File: config.mk
export PLATFORM = sky130hd
export DESIGN_NAME = imsf_ctrl
export DESIGN_NICKNAME = d
export VERILOG_FILES = /design/src/rtl/core/imsf_pkg.sv /design/src/rtl/core/imsf_ctrl.sv
export SDC_FILE = /design/constraint.sdc
export NUM_CORES = 1
export LEC_CHECK = 0
export CAP_MARGIN = 10
export CORE_AREA = 2 2 39 41
export CTS_BUF_LIST = sky130_fd_sc_hd__clkbuf_2 sky130_fd_sc_hd__clkbuf_4 sky130_fd_sc_hd__clkbuf_8
export DETAILED_ROUTE_END_ITERATION = 7
export DIE_AREA = 0 0 41 43
export DONT_BUFFER_PORTS = 1
export SLEW_MARGIN = 40
export SYNTH_ARGS = -nofsm -noshare
export SYNTH_HDL_FRONTEND = slang
export SYNTH_SLANG_ARGS = --single-unit
File: constraint.sdc
create_clock -name i_clk -period 1.3 [get_ports i_clk]
set_input_delay 0.13 -clock i_clk [delete_from_list [all_inputs] [get_ports i_clk]]
set_output_delay 0.13 -clock i_clk [all_outputs]
set_load 0.03 [all_outputs]
File: src/rtl/core/imsf_pkg.sv
// Shared types and constants of the Ising Metropolis spin-flip engine.
package imsf_pkg;

    localparam int ACTION_W    = 2;
    localparam int INDEX_W     = 6;
    localparam int COUPLING_W  = 16;
    localparam int RANDOM_W    = 16;
    localparam int BETA_W      = 16;
    localparam int SPIN_CNT_W  = 7;
    localparam int ENERGY_W    = 32;
    localparam int CFG_INDEX_W = 1;

    localparam logic [BETA_W-1:0]     BETA_RESET       = 16'd4096;
    localparam logic [SPIN_CNT_W-1:0] SPIN_COUNT_RESET = 7'd64;

    localparam logic [CFG_INDEX_W-1:0] CFG_BETA       = 1'b0;
    localparam logic [CFG_INDEX_W-1:0] CFG_SPIN_COUNT = 1'b1;

    typedef enum logic [ACTION_W-1:0] {
        ACT_WR_COUPLING = 2'd0,
        ACT_WR_SPIN     = 2'd1,
        ACT_FLIP        = 2'd2,
        ACT_REPORT      = 2'd3
    } t_action;

    typedef enum logic [3:0] {
        S_IDLE,
        S_DISPATCH,
        S_PIV,
        S_PLAT,
        S_WALK,
        S_DRAIN,
        S_DE,
        S_MUL,
        S_IDX,
        S_LUT,
        S_ESAT,
        S_RES
    } t_state;

    // controller -> datapath
    typedef struct packed {
        logic load_item;
        logic wr_store;
        logic pivot_rd;
        logic pivot_lat;
        logic walk_issue;
        logic row_next;
        logic calc_de;
        logic calc_mul;
        logic calc_idx;
        logic decide;
        logic calc_energy;
        logic load_out;
    } t_cmd;

    // datapath -> controller
    typedef struct packed {
        t_action action;
        logic    flip_ok;
        logic    n_zero;
        logic    walk_last;
        logic    row_last;
    } t_sts;

endpackage

File: src/rtl/core/imsf_ctrl.sv
// Sequencer for the Metropolis engine: item dispatch, walks and result hand-off.
module imsf_ctrl (
    input  logic           i_clk,
    input  logic           i_rst_n,
    input  logic           i_valid,
    output logic           o_stall,
    output logic           o_valid,
    input  logic           i_stall,
    input  imsf_pkg::t_sts i_sts,
    output imsf_pkg::t_cmd o_cmd
);
    import imsf_pkg::*;

    t_state r_state, n_state;
    logic   r_out_valid, n_out_valid;
    t_cmd   cmd;

    always_ff @(posedge i_clk) begin
        if (!i_rst_n) begin
            r_state     <= S_IDLE;
            r_out_valid <= 1'b0;
        end else begin
            r_state     <= n_state;
            r_out_valid <= n_out_valid;
        end
    end

    always_comb begin
        n_state = r_state;
        cmd     = '0;
        n_out_valid = r_out_valid && i_stall;
        case (r_state)
            S_IDLE: begin
                if (i_valid) begin
                    cmd.load_item = 1'b1;
                    n_state = S_DISPATCH;
                end
            end
            S_DISPATCH: begin
                case (i_sts.action)
                    ACT_WR_COUPLING, ACT_WR_SPIN: begin
                        cmd.wr_store = 1'b1;
                        n_state = S_RES;
                    end
                    ACT_FLIP: n_state = i_sts.flip_ok ? S_PIV : S_RES;
                    default:  n_state = i_sts.n_zero ? S_ESAT : S_PIV;
                endcase
            end
            S_PIV: begin
                cmd.pivot_rd = 1'b1;
                n_state = S_PLAT;
            end
            S_PLAT: begin
                cmd.pivot_lat = 1'b1;
                n_state = S_WALK;
            end
            S_WALK: begin
                cmd.walk_issue = 1'b1;
                if (i_sts.walk_last) begin
                    n_state = S_DRAIN;
                end
            end
            S_DRAIN: begin
                if (i_sts.action == ACT_FLIP) begin
                    n_state = S_DE;
                end else if (i_sts.row_last) begin
                    n_state = S_ESAT;
                end else begin
                    cmd.row_next = 1'b1;
                    n_state = S_PIV;
                end
            end
            S_DE: begin
                cmd.calc_de = 1'b1;
                n_state = S_MUL;
            end
            S_MUL: begin
                cmd.calc_mul = 1'b1;
                n_state = S_IDX;
            end
            S_IDX: begin
                cmd.calc_idx = 1'b1;
                n_state = S_LUT;
            end
            S_LUT: begin
                cmd.decide = 1'b1;
                n_state = S_RES;
            end
            S_ESAT: begin
                cmd.calc_energy = 1'b1;
                n_state = S_RES;
            end
            S_RES: begin
                if (!r_out_valid || !i_stall) begin
                    cmd.load_out = 1'b1;
                    n_out_valid  = 1'b1;
                    n_state = S_IDLE;
                end
            end
            default: n_state = S_IDLE;
        endcase
    end

    assign o_cmd   = cmd;
    assign o_stall = (r_state != S_IDLE);
    assign o_valid = r_out_valid;

    a_no_overwrite: assert property (@(posedge i_clk) disable iff (!i_rst_n)
        cmd.load_out |-> (!r_out_valid || !i_stall))
        else $error("result overwritten while still waiting");
    a_accept_dispatch: assert property (@(posedge i_clk) disable iff (!i_rst_n)
        (i_valid && !o_stall) |=> (r_state == S_DISPATCH))
        else $error("accepted request not dispatched");
    a_one_strobe: assert property (@(posedge i_clk) disable iff (!i_rst_n)
        $onehot0({cmd.load_item, cmd.wr_store, cmd.pivot_rd, cmd.walk_issue,
                  cmd.calc_de, cmd.decide, cmd.calc_energy}))
        else $error("conflicting datapath commands");

endmodule

Word-level counts from Yosys, hierarchy flattened
Cells that the tools add are included.

$mul: 0. Divide/modulo/power cells: 0. Reductions and logical operators: 10. Magnitude comparators: 0. Eq/ne operators: 16. Muxes and demuxes: 28. Add/sub/neg operators: 0. Bitwise operators: 0. Shift-type cells: 0.

Operator list (count): $pmux W4 S11 (1); $mux W4 (7); $mux W1 (19); $eq A4 B3 Y1 const B (4); $eq A4 B4 Y1 const B (4); $eq A4 B2 Y1 const B (2); $pmux W4 S2 (1); $ne A2 B2 Y1 const B (3); $eq A4 B1 Y1 const B (1); $logic_not A4 Y1 (1); $reduce_bool A4 Y1 (1); $reduce_or A2 Y1 (2); $reduce_and A3 Y1 (1); $eq A2 B1 Y1 const B (1); $eq A2 B2 Y1 const B (1); $logic_not A1 Y1 (2); $logic_not A2 Y1 (1); $logic_and A1 B1 Y1 (1); $logic_or A1 B1 Y1 (1).

Output and inout bits: 14. Latch bits: 0. Word-level logic and storage cells: 56. Flip-flop bits (word level): 5. Bits in read-only memories: 0. Bits in writable memories: 0. Memories: 0.

Longest topological paths before layout
Gate-level depths: netlist of the first run.

Depth after elaboration: 4. Gate-level depth with buffers: 5.

Least setup slack after synthesis of the first run
OpenSTA, ideal clock, no wires.

Path kind: register to output. Start point: reg r_state[3]. End point: out o_cmd[6] (netlist name). Arrival time: 1589 ps. Path buffers: 0. Stages on the path, launching flop included: 3. Setup slack: -419 ps. Cells stage by stage: dfxtp_1 > nand2b_1 > nor4b_1.

RTL lines: start: declaration (RTL line imsf_ctrl.sv:14) `t_state r_state, n_state;`; start signal: assignment (RTL line imsf_ctrl.sv:23) `r_state <= n_state;`; end: declaration (RTL line imsf_ctrl.sv:10) `output imsf_pkg::t_cmd o_cmd`.

==> impl_metrics.toml, run 1 <==
[power]
powerDensity_nw_per_um2 = 1230
p_leak_uw = 0.000314
vdd_drop_max_mv = 0.878
total_power_uw = 913

[timing]
finalSetupViolations = 8
min_period_ns = 1.40
max_slew_margin = 0.842
worst-slew-pin-transition_ns = 0.234
fmax_mhz = 712
rsz0062_at_grt = "yes"
slew_violations = 0
setup_ws_ns = -0.104
timing.hold.ws_ns = 0.0353
final_hold_viol_count = 0
period_share = 1.08
skew_ns = 0.00643

[setup_path]
cp-start-kind = "flop"
critical_path.max_fanout = 11
critPathCaptureType = "primary output"
worst-setup-path-type = "flop to primary output"
arrival_ns = 1.27
cp.required_ns = 1.17

[clocking]
cts.sinks = 5
cts_buffers = 3
cts_tree = "built"
cts-htree-levels = 1
clk_latency_ns = 0.25
clk_pin_slew_worst_paths_ns = 0.05
clockBufferDepth = 2
cts-root-buf = "clkbuf_4"

[floorplan]
io-pin-count = 24
die_h_um = 43
initial_core_util = 0.287
rows = 14
die_w_um = 41
placeableCoreArea_um2 = 1380
die_area_um2 = 1760

[place]
dp_hpwl_um = 899
placed_cell_area_um2 = 566
port_buffers = 0
post-place-ws_ns = 0.00564
gp_congestion = 0.741

[outcome]
status = "finished, violations left"
violations = "setup timing"

[route]
drt_first_pass_iters = 4
routedWlPerCell_um = 13.0
met2_length_um = 764
drc = 0
drt-total-wl_mm = 1.34
wl_met1_um = 486
vias = 531
dr.first_iter.drc_count = 2
dr_wl_met3_um = 75
detail-route-antenna-nets = 0
top_layer_used = "met4"
via_per_inst = 5.16

[yosys]
synthTopCellsByArea = "dfxtp_1, nand2b_1, o21ai_0"
ys_top_cells_by_count = "nor2_1, nand2_1, o21ai_0"
syn_area_um2 = 397
synth_most_common_cell = "nor2_1"
yosys_warnings = 0
synth.top_cell.area_share = 0.252
synth.distinct_cells = 24
syn_nets = 70
synth_edf_count = 0
synth_area_per_cell_um2 = 6.61
ys_seq_area_frac = 0.252
netlist_instances = 60
ys_seq_elements = 5
async_reset_ff_frac = 0
synth_top_cell_by_area = "dfxtp_1"
synth_flop_cell = "dfxtp_1"

[final_layout]
fillers = 128
area_growth_pct = 87.4
diodes = 0
finalInstanceArea_um2 = 743
fin_util = 0.537
seq_area_um2 = 108
multi_input_area_um2 = 360
fin_nets = 98
drive_gt1_frac = 0.575

[global_routing]
first_global_vias = 480
grt_pass1_wl_mm = 1.90
grt_max_degree = 13
grt_usage = 0.169
antenna_found_initial = 0
grt_remaining_overflow = 0

[hold_path]
min_path_type = "input pin to flop"

[run]
max_cap_viol_count = 0
kinds of logic after synthesis:
family,after synthesis,share of synthesized area
AND/OR/NAND/NOR,36,0.480
flip-flops,5,0.252
buffers and inverters,4,0.0473
AO/OA/AOI/OAI,15,0.221
repair_timing:
item	CTS	global route
setup buffers	3	4
setup endpoints to repair	12	14
pin swaps	5	3
cloned	1	0
hold buffers	1	0
gates resized for setup	16	11
endpoints found under the hold margin	1	0
metrics by stage:
stage               cells  setup TNS (ns)
finish                103          -0.332
global route          103          -0.908
CTS                    99          -0.151
detailed placement     90               0
global placement       90               0
floorplan              60         -0.0923
flip-flops by register name, summed over array words and instances, names as in the netlist:
signal,cells
o_valid,1
r_state,4
per-layer routing:
metal | GRT usage | vias to the layer above
met5 | 0 | -
met4 | 0.0600 | 0
met3 | 0.0942 | 2
met2 | 0.316 | 19
met1 | 0.129 | 240
li1 | - | 270
final timing paths:
| kind | end | start | slack, ns | depth (start not counted) |
|---|---|---|---|---|
| hold reg to reg | o_valid | o_valid | 0.53 | 2 |
| setup reg to reg | r_state[0] | r_state[2] | -0.03 | 4 |
| hold / removal | r_state[0] | i_rst_n | 0.04 | 1 |
| setup / recovery | o_cmd[6] | r_state[1] | -0.10 | 4 |
power by group:
group / switching, uW / total [uW] / internal [uW]
logic: 288 / 524 / 236
clock network: 70.9 / 183 / 112
registers: 25.9 / 206 / 180
critical path: stages (launching register included):
cell and delay [ns]:
dfxtp_2 0.33, buf_8 0.14, nand2b_4 0.15, nor4b_2 0.21, buf_4 0.20
cells in the final DEF (no fill, tap or decap), types with 2 or more instances in the layout:
cell type / count
clkbuf_4: 3
o21ai_0: 6
a21oi_1: 3
nor2_2: 3
dfxtp_2: 3
nand2_1: 5
nand2b_4: 4
buf_4: 21
nor2b_1: 2
nor3_2: 4
nand3_1: 2
and3_4: 2
buf_6: 4
nor2_1: 5
layout make-up:
class,instances,area share
repair buffers,27,0.306
multi-input cells,51,0.485
flip-flops and latches,5,0.145
clock buffers,3,0.0303
well taps,16,0.0269
clock inverters,1,0.00673
No activity file was read; power rests on OpenSTA's default activity.
==> inputs of run 2 (changes only) <==
Settings changed: SETUP_SLACK_MARGIN from default to 0.02.
==> run 2 against run 1 <==
The run still ends with setup timing left. Sequential cell count stayed put. Via count is 9.4% higher. Critical path depth stayed put. Critical path type unchanged.
==> impl_metrics.toml, run 2 (synthesis results as in run 1) <==
[outcome]
status = "finished, violations left"
violations = "setup timing"

[route]
via_per_inst = 5.64
drt_first_pass_iters = 4
vias = 581
routedWlPerCell_um = 16.4
dr.first_iter.drc_count = 11
drt-total-wl_mm = 1.69
detail-route-antenna-nets = 0
drc = 0

[floorplan]
die_w_um = 41
placeableCoreArea_um2 = 1380
rows = 14
io-pin-count = 24
initial_core_util = 0.287
die_h_um = 43
die_area_um2 = 1760

[final_layout]
fin_nets = 98
drive_gt1_frac = 0.575
diodes = 0
layout_common_cells = "buf_4, o21ai_0, buf_6"
fillers = 121
stdcell_count = 103
final_common_cell = "buf_4"
fin_util = 0.555
regMostFlops = "r_state"
largest_reg_flops = 4
seq_area_um2 = 108
multi_input_area_um2 = 383
area_growth_pct = 93.7

[timing]
period_share = 1.07
final_hold_viol_count = 0
slew_violations = 0
rsz0062_at_grt = "yes"
max_slew_margin = 0.821
fmax_mhz = 722
worst-slew-pin-transition_ns = 0.266
setup_tns_ns = -0.440
skew_ns = 0.00198
min_period_ns = 1.39
finalSetupViolations = 11
setup_ws_ns = -0.0855

[setup_path]
critical_path.max_fanout = 5
cp-start-kind = "flop"
cp.required_ns = 1.17
critPathCaptureType = "primary output"
arrival_ns = 1.26
max_stage_delay_ns = 0.32
worst-setup-path-type = "flop to primary output"
cp_slowest_cell = "dfxtp_2"
crit_chain = "buf_6 -> nand2b_4 -> nor4b_4 -> buf_4"

[run]
max_cap_viol_count = 0

[place]
place_inst = 90
gp_congestion = 0.716
post-place-ws_ns = -0.0150
port_buffers = 0
dp_hpwl_um = 928

[clocking]
clk_pin_slew_worst_paths_ns = 0.04
cts-htree-levels = 1
cts_tree = "built"
clockBufferDepth = 2
cts-root-buf = "clkbuf_4"
cts_buffers = 3
cts.sinks = 5
clk_latency_ns = 0.25

[global_routing]
grt_max_degree = 11
grt_usage = 0.184
grt_remaining_overflow = 0
grt_pass1_wl_mm = 2.10
first_global_vias = 520
antenna_found_initial = 0

[power]
p_leak_uw = 0.000335
internal-power_uw = 557
powerDensity_nw_per_um2 = 1260
switching_share = 0.425
power.switching_uw = 411
vdd_drop_max_mv = 0.516
pwr-share-clk = 0.209
comb_power_share = 0.576
p_seq_frac = 0.215

[hold_path]
min_path_type = "input pin to flop"
## run 2: cell count changes in the layout (fill, tap and decap cells not counted), sizes merged
cell,previous run,this run
clkbuf,3,4
clkinv,1,0
## run 2: area by class of cell
type	count	area share
Timing Repair Buffer	27	0.296
Tap cell	16	0.0261
Multi-Input combinational cell	51	0.498
Clock buffer	4	0.0391
Sequential cell	5	0.140
## run 2: metrics by stage
step / cell area [um2] / hold WS, ns / power [uW]
after floorplan: 438 / 0.248 / 488
after global placement: 574 / 0.257 / 603
after detailed placement: 574 / 0.261 / 610
after CTS: 699 / 0.00502 / 905
after global routing: 768 / 0.0321 / 1030
final: 768 / 0.0346 / 968
## run 2: what timing repair did
| item | in CTS | in global routing |
|---|---|---|
| hold buffers | 0 | 1 |
| gates cloned | 1 | 1 |
| endpoints found under the setup margin | 14 | 15 |
| pin swaps | 4 | 7 |
| hold endpoints to repair | 0 | 1 |
| setup buffers | 4 | 2 |
| resized for setup | 16 | 13 |
## run 2: per-layer routing
metal,share of wire,vias up,global-route usage
met4,0.038,0,0.120
li1,-,269,-
met1,0.32,273,0.144
met2,0.57,30,0.344
met3,0.068,9,0.0524
met5,0,-,0
## run 2: final timing paths
kind / end / cells after the start / startpoint / slack, ns
worst min-delay path: o_valid / 1 / i_rst_n / 0.03
worst max-delay path: o_cmd[6] / 4 / r_state[1] / -0.09
worst max register to register: r_state[0] / 4 / r_state[2] / -0.01
worst min register to register: o_valid / 2 / o_valid / 0.52
## run 2: power by group through the flow
| stage | clock network [uW] | logic [uW] | registers, uW |
|---|---|---|---|
| floorplan | 0 | 291 | 196 |
| global route | 220 | 595 | 210 |
| CTS | 209 | 493 | 203 |
| detailed placement | 0 | 417 | 193 |
| global placement | 0 | 412 | 192 |
| finish | 203 | 558 | 208 |
## run 2: worst max-delay path: cells and delay by family (launching register included)
family,cells,cell delay (ns)
buffers and inverters,2,0.32
flip-flops,1,0.32
AND/OR/NAND/NOR,2,0.37
